**config.mk**
```make
export PLATFORM = sky130hd
export DESIGN_NAME = task_alive_supervisor_flat
export DESIGN_NICKNAME = d
export VERILOG_FILES = /design/src/sv/tas_pkg.sv /design/src/sv/tas_ifs.sv /design/src/sv/tas_cfg_regs.sv /design/src/sv/task_alive_supervisor.sv /design/src/flat_wrapper.sv
export SDC_FILE = /design/constraint.sdc
export NUM_CORES = 1
export LEC_CHECK = 0
export BUFFER_PORTS_ARGS = -buffer_cell sky130_fd_sc_hd__buf_2
export CAP_MARGIN = 20
export CORE_MARGIN = 5
export CORE_UTILIZATION = 50
export CTS_BUF_LIST = sky130_fd_sc_hd__clkbuf_8
export CTS_CLUSTER_SIZE = 10
export DETAILED_ROUTE_END_ITERATION = 8
export PLACE_DENSITY_LB_ADDON = 0.08
export SLEW_MARGIN = 20
export SYNTH_ARGS = -nofsm -noshare
export SYNTH_HDL_FRONTEND = slang
export SYNTH_HIERARCHICAL = 1
export SYNTH_SLANG_ARGS = --single-unit
```
**constraint.sdc**
```tcl
create_clock -name clk -period 8.4 [get_ports clk]
set_clock_uncertainty 0.1 [all_clocks]
set_input_delay 0.42 -clock clk [delete_from_list [all_inputs] [get_ports clk]]
set_output_delay 0.42 -clock clk [all_outputs]
set_load 0.02 [all_outputs]
```
**src/sv/tas_pkg.sv**
```systemverilog
`default_nettype none

package tas_pkg;

    localparam int TASK_COUNT_DEF  = 2;
    localparam int COUNT_WIDTH_DEF = 16;

    localparam int TASK_MAX   = 2;
    localparam int LIMIT_W    = 16;
    localparam int ACTION_W   = 2;
    localparam int PERIOD_W   = 10;
    localparam int TRIGGER_W  = 16;
    localparam int MODE_W     = 2;
    localparam int MARK_W     = 2;
    localparam int PADDR_W    = 5;
    localparam int PDATA_W    = 32;

    // manager states
    localparam logic [MODE_W-1:0] MODE_NORMAL     = 2'd0;
    localparam logic [MODE_W-1:0] MODE_TIMEOUT    = 2'd1;
    localparam logic [MODE_W-1:0] MODE_RESET_EXEC = 2'd2;

    // per-task supervision marks
    localparam logic [MARK_W-1:0] MARK_IDLE    = 2'd0;
    localparam logic [MARK_W-1:0] MARK_READY   = 2'd1;
    localparam logic [MARK_W-1:0] MARK_TIMEOUT = 2'd2;

    // timeout actions
    localparam logic [ACTION_W-1:0] ACT_NOTHING     = 2'd0;
    localparam logic [ACTION_W-1:0] ACT_POWER_RESET = 2'd1;

    // request kinds
    localparam logic REQ_TICK  = 1'b0;
    localparam logic REQ_ALIVE = 1'b1;

    // register indexes (byte address = 4 * index)
    localparam logic [2:0] REG_LIMIT_0  = 3'd0;
    localparam logic [2:0] REG_LIMIT_1  = 3'd1;
    localparam logic [2:0] REG_ACTION_0 = 3'd2;
    localparam logic [2:0] REG_ACTION_1 = 3'd3;
    localparam logic [2:0] REG_PERIOD   = 3'd4;
    localparam logic [2:0] REG_TRIGGER  = 3'd5;

    typedef struct packed {
        logic [TASK_MAX-1:0][LIMIT_W-1:0]  limit;
        logic [TASK_MAX-1:0][ACTION_W-1:0] action;
        logic [PERIOD_W-1:0]               tick_period;
        logic [TRIGGER_W-1:0]              trigger_value;
    } cfg_t;

endpackage

`default_nettype wire

```
**src/sv/tas_ifs.sv**
```systemverilog
`default_nettype none

interface tas_req_if;
    logic valid;
    logic ready;
    logic req_type;
    logic task_index;

    modport source (output valid, output req_type, output task_index, input ready);
    modport sink   (input valid, input req_type, input task_index, output ready);
endinterface

interface tas_res_if;
    logic        valid;
    logic        ready;
    logic        trigger_write;
    logic [15:0] trigger_out;
    logic        timeout_report;
    logic [1:0]  manager_mode;
    logic [1:0]  timed_out_mask;

    modport source (output valid, output trigger_write, output trigger_out,
                    output timeout_report, output manager_mode, output timed_out_mask,
                    input ready);
    modport sink   (input valid, input trigger_write, input trigger_out,
                    input timeout_report, input manager_mode, input timed_out_mask,
                    output ready);
endinterface

`default_nettype wire

```
**src/sv/tas_cfg_regs.sv**
```systemverilog
`default_nettype none

module tas_cfg_regs (
    input  wire logic                         clk,
    input  wire logic                         rst_n,
    input  wire logic                         psel,
    input  wire logic                         penable,
    input  wire logic                         pwrite,
    input  wire logic [tas_pkg::PADDR_W-1:0]  paddr,
    input  wire logic [tas_pkg::PDATA_W-1:0]  pwdata,
    output logic      [tas_pkg::PDATA_W-1:0]  prdata,
    output logic                              pready,
    output tas_pkg::cfg_t                     cfg
);

    tas_pkg::cfg_t cfg_reg;
    tas_pkg::cfg_t cfg_next;
    logic [2:0]    reg_index;
    logic          wr_en;

    assign pready    = 1'b1;
    assign reg_index = paddr[4:2];
    assign wr_en     = psel && penable && pwrite && pready;
    assign cfg       = cfg_reg;

    always_comb
    begin
        cfg_next = cfg_reg;
        if (wr_en)
        begin
            case (reg_index)
                tas_pkg::REG_LIMIT_0:  cfg_next.limit[0] = pwdata[tas_pkg::LIMIT_W-1:0];
                tas_pkg::REG_LIMIT_1:  cfg_next.limit[1] = pwdata[tas_pkg::LIMIT_W-1:0];
                tas_pkg::REG_ACTION_0: cfg_next.action[0] = pwdata[tas_pkg::ACTION_W-1:0];
                tas_pkg::REG_ACTION_1: cfg_next.action[1] = pwdata[tas_pkg::ACTION_W-1:0];
                tas_pkg::REG_PERIOD:   cfg_next.tick_period = pwdata[tas_pkg::PERIOD_W-1:0];
                tas_pkg::REG_TRIGGER:  cfg_next.trigger_value = pwdata[tas_pkg::TRIGGER_W-1:0];
                default:               cfg_next = cfg_reg;
            endcase
        end
    end

    always_ff @(posedge clk or negedge rst_n)
    begin
        if (!rst_n)
        begin
            cfg_reg.limit         <= {tas_pkg::TASK_MAX{{tas_pkg::LIMIT_W{1'b1}}}};
            cfg_reg.action        <= {tas_pkg::TASK_MAX{tas_pkg::ACT_NOTHING}};
            cfg_reg.tick_period   <= tas_pkg::PERIOD_W'(1);
            cfg_reg.trigger_value <= '0;
        end
        else
        begin
            cfg_reg <= cfg_next;
        end
    end

    always_comb
    begin
        case (reg_index)
            tas_pkg::REG_LIMIT_0:  prdata = tas_pkg::PDATA_W'(cfg_reg.limit[0]);
            tas_pkg::REG_LIMIT_1:  prdata = tas_pkg::PDATA_W'(cfg_reg.limit[1]);
            tas_pkg::REG_ACTION_0: prdata = tas_pkg::PDATA_W'(cfg_reg.action[0]);
            tas_pkg::REG_ACTION_1: prdata = tas_pkg::PDATA_W'(cfg_reg.action[1]);
            tas_pkg::REG_PERIOD:   prdata = tas_pkg::PDATA_W'(cfg_reg.tick_period);
            tas_pkg::REG_TRIGGER:  prdata = tas_pkg::PDATA_W'(cfg_reg.trigger_value);
            default:               prdata = '0;
        endcase
    end

endmodule

`default_nettype wire

```
**src/sv/task_alive_supervisor.sv**
```systemverilog
// Task alive supervisor.
// Requests arrive on the req channel (valid/ready): req_type 0 is a periodic
// tick, 1 is an alive report from task task_index. Each accepted request
// yields exactly one response on the res channel, registered, in the cycle
// after acceptance: trigger write strobe and value, timeout report, the
// manager mode after the request and the timed-out task mask.
// Throughput is one request per cycle while res.ready is high; all
// per-task saturating adds and limit compares sit between the supervision
// state registers and the response register, so the path is one add and
// one compare per task. A stalled response (res.ready low) holds in its
// register; the next request is still taken in that cycle only if the
// response is consumed, so req.ready = !res.valid || res.ready.
// Reset clears all tasks to unsupervised, counts to zero and the manager
// to normal; registers take their documented reset values.
// Registers are written over the APB port at byte address 4 * index.
`default_nettype none

module task_alive_supervisor #(
    parameter int TASK_COUNT  = tas_pkg::TASK_COUNT_DEF,
    parameter int COUNT_WIDTH = tas_pkg::COUNT_WIDTH_DEF
) (
    input  wire logic                         clk,
    input  wire logic                         rst_n,
    input  wire logic                         psel,
    input  wire logic                         penable,
    input  wire logic                         pwrite,
    input  wire logic [tas_pkg::PADDR_W-1:0]  paddr,
    input  wire logic [tas_pkg::PDATA_W-1:0]  pwdata,
    output logic      [tas_pkg::PDATA_W-1:0]  prdata,
    output logic                              pready,
    tas_req_if.sink                           req,
    tas_res_if.source                         res
);

    localparam int SUM_W = ((COUNT_WIDTH > tas_pkg::PERIOD_W) ?
                            COUNT_WIDTH : tas_pkg::PERIOD_W) + 1;
    localparam int CMP_W = (COUNT_WIDTH > tas_pkg::LIMIT_W) ?
                           COUNT_WIDTH : tas_pkg::LIMIT_W;
    localparam logic [COUNT_WIDTH-1:0] COUNT_MAX = {COUNT_WIDTH{1'b1}};

    tas_pkg::cfg_t cfg;

    tas_cfg_regs u_cfg (
        .clk     (clk),
        .rst_n   (rst_n),
        .psel    (psel),
        .penable (penable),
        .pwrite  (pwrite),
        .paddr   (paddr),
        .pwdata  (pwdata),
        .prdata  (prdata),
        .pready  (pready),
        .cfg     (cfg)
    );

    // supervision state
    logic [tas_pkg::MODE_W-1:0]                     mode_reg, mode_next;
    logic [tas_pkg::ACTION_W-1:0]                   action_reg, action_next;
    logic [TASK_COUNT-1:0][tas_pkg::MARK_W-1:0]     mark_reg, mark_next;
    logic [TASK_COUNT-1:0][COUNT_WIDTH-1:0]         elapsed_reg, elapsed_next;
    logic [COUNT_WIDTH-1:0]                         rst_elapsed_reg, rst_elapsed_next;

    // response register
    logic                           res_valid_reg, res_valid_next;
    logic                           trig_write_reg, trig_write_next;
    logic [tas_pkg::TRIGGER_W-1:0]  trig_out_reg, trig_out_next;
    logic                           report_reg, report_next;
    logic [tas_pkg::MODE_W-1:0]     mode_out_reg;
    logic [tas_pkg::TASK_MAX-1:0]   mask_reg, mask_next;

    logic                           accept;
    logic [TASK_COUNT-1:0][COUNT_WIDTH-1:0] elapsed_sat;
    logic [TASK_COUNT-1:0]          limit_hit;
    logic [SUM_W-1:0]               rst_sum;
    logic [COUNT_WIDTH-1:0]         rst_sat;

    assign req.ready = !res_valid_reg || res.ready;
    assign accept    = req.valid && req.ready;

    for (genvar g = 0; g < TASK_COUNT; g++)
    begin : g_task
        logic [SUM_W-1:0] sum;
        assign sum = SUM_W'(elapsed_reg[g]) + SUM_W'(cfg.tick_period);
        assign elapsed_sat[g] = (sum > SUM_W'(COUNT_MAX)) ? COUNT_MAX : sum[COUNT_WIDTH-1:0];
        assign limit_hit[g] = CMP_W'(elapsed_sat[g]) >= CMP_W'(cfg.limit[g]);
    end

    assign rst_sum = SUM_W'(rst_elapsed_reg) + SUM_W'(cfg.tick_period);
    assign rst_sat = (rst_sum > SUM_W'(COUNT_MAX)) ? COUNT_MAX : rst_sum[COUNT_WIDTH-1:0];

    always_comb
    begin
        mode_next        = mode_reg;
        action_next      = action_reg;
        mark_next        = mark_reg;
        elapsed_next     = elapsed_reg;
        rst_elapsed_next = rst_elapsed_reg;
        trig_write_next  = 1'b0;
        trig_out_next    = '0;
        report_next      = 1'b0;

        if (req.req_type == tas_pkg::REQ_ALIVE)
        begin
            for (int i = 0; i < TASK_COUNT; i++)
            begin
                if (req.task_index == 1'(i))
                begin
                    mark_next[i]    = tas_pkg::MARK_READY;
                    elapsed_next[i] = '0;
                end
            end
        end
        else
        begin
            case (mode_reg)
                tas_pkg::MODE_NORMAL:
                begin
                    trig_write_next = 1'b1;
                    trig_out_next   = cfg.trigger_value;
                    // ascending scan: highest timed-out index sets the action
                    for (int i = 0; i < TASK_COUNT; i++)
                    begin
                        if (mark_reg[i] == tas_pkg::MARK_READY)
                        begin
                            elapsed_next[i] = elapsed_sat[i];
                            if (limit_hit[i])
                            begin
                                mode_next   = tas_pkg::MODE_TIMEOUT;
                                action_next = cfg.action[i];
                                mark_next[i] = tas_pkg::MARK_TIMEOUT;
                            end
                        end
                    end
                end
                tas_pkg::MODE_TIMEOUT:
                begin
                    if (action_reg == tas_pkg::ACT_POWER_RESET)
                    begin
                        report_next     = 1'b1;
                        trig_write_next = 1'b1;
                        mode_next       = tas_pkg::MODE_RESET_EXEC;
                    end
                    else if (action_reg == tas_pkg::ACT_NOTHING)
                    begin
                        mode_next = tas_pkg::MODE_NORMAL;
                    end
                end
                default:
                begin
                    rst_elapsed_next = rst_sat;
                end
            endcase
        end

        mask_next = '0;
        for (int i = 0; i < TASK_COUNT; i++)
        begin
            mask_next[i] = (mark_next[i] == tas_pkg::MARK_TIMEOUT);
        end
    end

    assign res_valid_next = accept || (res_valid_reg && !res.ready);

    always_ff @(posedge clk or negedge rst_n)
    begin
        if (!rst_n)
        begin
            mode_reg        <= tas_pkg::MODE_NORMAL;
            action_reg      <= tas_pkg::ACT_NOTHING;
            mark_reg        <= {TASK_COUNT{tas_pkg::MARK_IDLE}};
            elapsed_reg     <= '0;
            rst_elapsed_reg <= '0;
            res_valid_reg   <= 1'b0;
        end
        else
        begin
            res_valid_reg <= res_valid_next;
            if (accept)
            begin
                mode_reg        <= mode_next;
                action_reg      <= action_next;
                mark_reg        <= mark_next;
                elapsed_reg     <= elapsed_next;
                rst_elapsed_reg <= rst_elapsed_next;
            end
        end
    end

    always_ff @(posedge clk)
    begin
        if (accept)
        begin
            trig_write_reg <= trig_write_next;
            trig_out_reg   <= trig_out_next;
            report_reg     <= report_next;
            mode_out_reg   <= mode_next;
            mask_reg       <= mask_next;
        end
    end

    assign res.valid          = res_valid_reg;
    assign res.trigger_write  = trig_write_reg;
    assign res.trigger_out    = trig_out_reg;
    assign res.timeout_report = report_reg;
    assign res.manager_mode   = mode_out_reg;
    assign res.timed_out_mask = mask_reg;

endmodule

`default_nettype wire
```
**src/flat_wrapper.sv**
```systemverilog
// flat-port wrapper written by rule: the top's interface ports become plain ports
module task_alive_supervisor_flat 
#(
    parameter int TASK_COUNT  = tas_pkg::TASK_COUNT_DEF,
    parameter int COUNT_WIDTH = tas_pkg::COUNT_WIDTH_DEF
)
  (clk, rst_n, psel, penable, pwrite, paddr, pwdata, prdata, pready, req_valid, req_req_type, req_task_index, req_ready, res_valid, res_trigger_write, res_trigger_out, res_timeout_report, res_manager_mode, res_timed_out_mask, res_ready);
  tas_req_if req_i ();
  tas_res_if res_i ();
  input  wire logic clk;
  input  wire logic rst_n;
  input  wire logic psel;
  input  wire logic penable;
  input  wire logic pwrite;
  input  wire logic [tas_pkg::PADDR_W-1:0] paddr;
  input  wire logic [tas_pkg::PDATA_W-1:0] pwdata;
  output logic      [tas_pkg::PDATA_W-1:0] prdata;
  output logic pready;
  input wire logic [$bits(req_i.valid)-1:0] req_valid;
  input wire logic [$bits(req_i.req_type)-1:0] req_req_type;
  input wire logic [$bits(req_i.task_index)-1:0] req_task_index;
  output wire logic [$bits(req_i.ready)-1:0] req_ready;
  output wire logic [$bits(res_i.valid)-1:0] res_valid;
  output wire logic [$bits(res_i.trigger_write)-1:0] res_trigger_write;
  output wire logic [$bits(res_i.trigger_out)-1:0] res_trigger_out;
  output wire logic [$bits(res_i.timeout_report)-1:0] res_timeout_report;
  output wire logic [$bits(res_i.manager_mode)-1:0] res_manager_mode;
  output wire logic [$bits(res_i.timed_out_mask)-1:0] res_timed_out_mask;
  input wire logic [$bits(res_i.ready)-1:0] res_ready;
  assign req_i.valid = req_valid;
  assign req_i.req_type = req_req_type;
  assign req_i.task_index = req_task_index;
  assign req_ready = req_i.ready;
  assign res_valid = res_i.valid;
  assign res_trigger_write = res_i.trigger_write;
  assign res_trigger_out = res_i.trigger_out;
  assign res_timeout_report = res_i.timeout_report;
  assign res_manager_mode = res_i.manager_mode;
  assign res_timed_out_mask = res_i.timed_out_mask;
  assign res_i.ready = res_ready;
  task_alive_supervisor #(.TASK_COUNT(TASK_COUNT), .COUNT_WIDTH(COUNT_WIDTH)) u_core (.clk(clk), .rst_n(rst_n), .psel(psel), .penable(penable), .pwrite(pwrite), .paddr(paddr), .pwdata(pwdata), .prdata(prdata), .pready(pready), .req(req_i), .res(res_i));
endmodule
```
======== Word level (Yosys, flattened, before mapping) ========
Index checks and enable logic that the tools add are counted.
word-level totals
  output and inout bits ................... 57
  bits in writable memories ............... 0
  bits of input ports ..................... 46
  word-level logic and storage cells ...... 96
  register bits ........................... 125
  memories kept ........................... 0
  ROM bits ................................ 0
  latch bits .............................. 0
operators by class
  bitwise operators ....................... 3
  reductions and logical operators ........ 25
  div/mod/pow operators ................... 0
  add/subtract/negate cells ............... 2
  $mul .................................... 0
  $lt $le $gt $ge ......................... 4
  multiplexer cells ....................... 31
  equal/unequal tests ..................... 13
  shifts and indexed selects .............. 0
operators with widths
  cell                    number
  $mux W16                6
  $pmux W16 S6            1
  $mux W32                2
  $add A16 B10 Y17        2
  $gt A17 B16 Y1 const B  2
  $mux W2                 17
  $ge A16 B16 Y1          2
  $reduce_and A2 Y1       6
  $eq A2 B1 Y1 const B    4
  $mux W4                 2
  $reduce_and A4 Y1       2
  $eq A3 B2 Y1 const B    2
  $eq A3 B3 Y1 const B    2
  $reduce_bool A2 Y1      3
  $eq A2 B2 Y1 const B    2
  $logic_and A1 B1 Y1     4
  $logic_not A2 Y1        2
  $pmux W2 S2             1
  $reduce_or A2 Y1        2
  $eq A3 B1 Y1 const B    1
  $logic_not A3 Y1        1
  $not A1 Y1              3
  $reduce_and A3 Y1       1
  $logic_not A1 Y1        2
  other kinds (5)         6

======== Depth between registers and ports, before layout ========
  depth in word-level cells ............... 10
  gate-level depth with buffers ........... 17
  gate-level depth less buffers ........... 16

======== By module ========
The synthesis kept the hierarchy.
by module, submodules not included
  module                 cells each  sequential area each (µm²)  area each (µm²)  times used
  task_alive_supervisor  514         1686.6                      4685.7           1
  tas_cfg_regs           219         1592.8                      3044.2           1

======== Worst setup path after synthesis ========
OpenSTA, ideal clock, no wires.
  kind .................................... register to register
  from .................................... register u_core.u_cfg.cfg_reg, in the netlist u_core/u_cfg/cfg[16]
  to ...................................... register u_core/action_reg[1] (netlist bit)
  arrival ................................. 3.713 ns
  setup time .............................. 0.126 ns
  period minus slack after synthesis ...... 3.939 ns
  buffers on the path ..................... 0
  stages on the path, launching flop included .. 16
  slack ................................... 4.461 ns
  data required time ...................... 8.174 ns
  cell sequence ........................... dfstp_2 ha_1 inv_1 fa_1 nor2b_4 o2111a_1 nor3_1 o31a_1 or3_4 ha_1 and4_1 nand3_1 a221o_1 a31oi_1 a22oi_1 a221o_1
between the ends
  word-level cells in the longest chain between the ends .. 8
  elaborated cells on any way between the ends .. 12
  classes of those cells .................. 2 x add/sub; 4 x order compare; 6 x mux
RTL lines
  what                    line                          RTL
  start, declared         tas_cfg_regs.sv:16            tas_pkg::cfg_t cfg_reg;
  start signal, assigned  tas_cfg_regs.sv:54            cfg_reg <= cfg_next;
  $add A16 B10 Y17        task_alive_supervisor.sv:83   assign sum = SUM_W'(elapsed_reg[g]) + SUM_W'(cfg.tick_period);
  $gt A17 B16 Y1          task_alive_supervisor.sv:84   assign elapsed_sat[g] = (sum > SUM_W'(COUNT_MAX)) ? COUNT_MAX : sum[COUNT_WIDTH-1:0];
  $mux W16                task_alive_supervisor.sv:84
  $ge A16 B16 Y1          task_alive_supervisor.sv:85   assign limit_hit[g] = CMP_W'(elapsed_sat[g]) >= CMP_W'(cfg.limit[g]);
  $mux W2                 task_alive_supervisor.sv:126  if (limit_hit[i])
  $mux W2                 task_alive_supervisor.sv:123  if (mark_reg[i] == tas_pkg::MARK_READY)
  $mux W2                 task_alive_supervisor.sv:126
  $mux W2 *               task_alive_supervisor.sv:123
  end signal, assigned    task_alive_supervisor.sv:169  action_reg <= tas_pkg::ACT_NOTHING;
  end signal, assigned    task_alive_supervisor.sv:181  action_reg <= action_next;
  end, declared           task_alive_supervisor.sv:58   logic [tas_pkg::ACTION_W-1:0] action_reg, action_next;
Every way passes the cells marked *; elsewhere a longest branch is shown, timed or not.
A chain may end at the register's enable or synchronous reset.

======== Worst setup path in the final report ========
Ends and elaborated chain as after synthesis.

==> results.toml <==
[cells_and_area]
final_core_util_pct = 56.49
fill_cells = 1334
n_antenna_cell = 0
final_area_um2 = 8588
nNetsFinal = 897
drive_gt1_share_pct = 28.15
stdcell_count = 998
area_growth_pct = 11.10
largest_reg_flops = 62

[yosys]
netlist_top_cells_area = "dfrtp_1, dfstp_2, mux2_2, edfxtp_1, ha_1"
yosys.area.top_type = "dfrtp_1"
ys.flop_type = "dfrtp_1"
ys_seq_area_share_pct = 42.42
ys_warn_count = 6
synth.most_common_cell = "mux2_2"
synth_edf_count = 22
synth_top_area_share_pct = 22.66
ys_ff_latch = 125
ys_types = 75
async_flop_share_pct = 82.40
syn_avg_cell_area_um2 = 10.55
synth_commonest_cells = "mux2_2, dfrtp_1, nand2_1"
syn_area_um2 = 7730
synthCells = 733

[drt]
wl_met3_um = 933
drt-total-wl_um = 19450
final_antenna_net_count = 0
wl_met2_um = 9546
avgViaCountPerCell = 5.896
wirelength_met1_um = 8623
first_pass_iters = 5
drt_iter0_drc = 307
drc_errors = 0
drt-wirelength-per-cell_um = 19.48
dr.max_layer_used = "met4"
vias = 5884

[grt]
antenna_found_initial = 0
gr-usage-all-layers_pct = 22.29
grt_max_degree = 79
grt_pass1_wl_um = 31690
grt_pass1_vias = 5978
grt_overflow_total = 0

[clocking]
clkTransAtPathRegs_ps = 70
postCtsSetupBuffers = 0
cts_inserted_buffers = 17
cts_root_buffer = "clkbuf_8"
clk_latency_ps = 440
cts_htree_levels = 4
cts_tree = "yes"
clockBufferDepth = 2
cts_sinks = 125
cts-resized-gates = 0
ctsHoldBuffers = 1

[sta]
timing.hold.ws_ps = 101.1
hold_viol = 0
setup_viol = 0
fin_ws_ps = 3390
timing.final.crit_share_pct = 59.64
period_needed_ps = 5010
rsz0062_at_grt = "false"
max_freq_mhz = 199.6
slew_violations = 0
relSlewSlack_pct = 39.55
finalSetupTns_ps = 0
tightestPinTransition_ps = 902.5

[floorplan]
die_w_um = 134.3
die_area_um2 = 18050
io_pins = 103
die_h_um = 134.3
start_util_pct = 50.85
core-area_um2 = 15200
row_count = 45

[place]
place_inst = 965
dpl.hpwl_um = 14330
io_buffers = 67
dp_slack_ps = 3399
gp_congestion = 0.8475
place_area_um2 = 8143

[worst_setup_path]
cp_max_fo = 11
endpoint_kind = "flip-flop"
crit_start = "u_core/u_cfg/cfg[16]"
critPathMaxStageDelay_ps = 690
crit_slowest_cell = "a31oi_1"
crit_required_ps = 8620
r2r_start = "u_core/u_cfg/cfg[16]"
critPathArrivalTime_ps = 5230
ff2ff_path_depth = 17
startpoint_type = "flip-flop"
crit_top_cell = "o21ai_0"
path_cells = "ha_1 -> inv_1 -> fa_1 -> nor2b_4 -> o2111a_1 -> o31a_1 -> o21ai_0 -> buf_4 -> nor2_1 -> mux2_2 -> ha_1 -> nand2_1 -> o21ai_0 -> o21ai_0 -> a31oi_1 -> a22oi_1 -> a221o_1"
crit_type = "reg -> reg"

[run]
maxCapViolCount = 0

[hold_path]
min_path_type = "in -> reg"
worstHoldStart = "req_valid"
worstHoldPathCells = 2

[pwr]
p_leak_nw = 3.896
ir_drop_uv = 167.0
total_power_mw = 2.402
powerDensity_nw_per_um2 = 279.7

[outcome]
status = "completed"
final timing paths:
path	endpoint	slack [ps]
min in group asynchronous	u_core/u_cfg/cfg[27]	330
max in group asynchronous	u_core/elapsed_reg[28]	6840
worst max-delay path	u_core/action_reg[1]	3390
worst min register to register	u_core/elapsed_reg[16]	400
worst max register to register	u_core/action_reg[1]	3390
worst min-delay path	u_core/res.valid	100
area by class of cell:
class                      count  area, um^2  area share (%)
sequential                   125        3279           38.18
clock inverter                12       156.4           1.821
tap                          188       235.2           2.739
multi-input combinational    531        4073           47.42
clock buffer                  20       275.3           3.205
timing repair buffer          72       381.6           4.443
inverter                      50       187.7           2.185
report_power, final:
part / internal (mW) / total (mW) / switching, mW
Clock: 0.341 / 0.572 / 0.231
Combinational: 0.409 / 0.944 / 0.535
Sequential: 0.778 / 0.887 / 0.109
Total: 1.53 / 2.40 / 0.874
cell usage in the layout (no fill, tap or decap), drive strengths merged, types with 22 or more instances in the layout:
| cell type | netlist | final |
|---|---|---|
| dfrtp | 70 | 70 |
| a21oi | 33 | 33 |
| o21ai | 47 | 47 |
| nand2 | 58 | 58 |
| ha | 52 | 52 |
| edfxtp | 22 | 22 |
| mux2 | 77 | 77 |
| buf | 30 | 71 |
| dfstp | 33 | 33 |
| inv | 49 | 54 |
| nor2 | 32 | 32 |
cells by family (layout without fill, tap and decap cells):
family / count (synthesis) / count (layout) / synth area share [%]
AOI/OAI and AO/OA: 179 / 179 / 15.73
xor gates and xnor gates: 8 / 8 / 0.9063
DFF: 125 / 125 / 42.42
buffers and inverters: 92 / 154 / 5.681
other: 2 / 17 / 0.09716
adders and majority gates: 54 / 54 / 8.935
muxes: 86 / 86 / 13.68
and+or+nand+nor: 187 / 187 / 12.54
metal layers:
layer,track usage [%],vias up
li1,-,2772
met1,29.72,2943
met2,36.45,140
met3,4.876,29
met4,6.957,0
met5,0,-
worst max-delay path: cells and delay by family, from the launching register on:
family / cells / cell delay [ps]
AO/OA/AOI/OAI: 8 / 2290
adder cells (fa/ha/maj): 3 / 940
flip-flops: 1 / 620
multiplexers: 1 / 350
AND/OR/NAND/NOR: 3 / 330
buffers and inverters: 2 / 260
No activity file was read; power rests on OpenSTA's default activity.
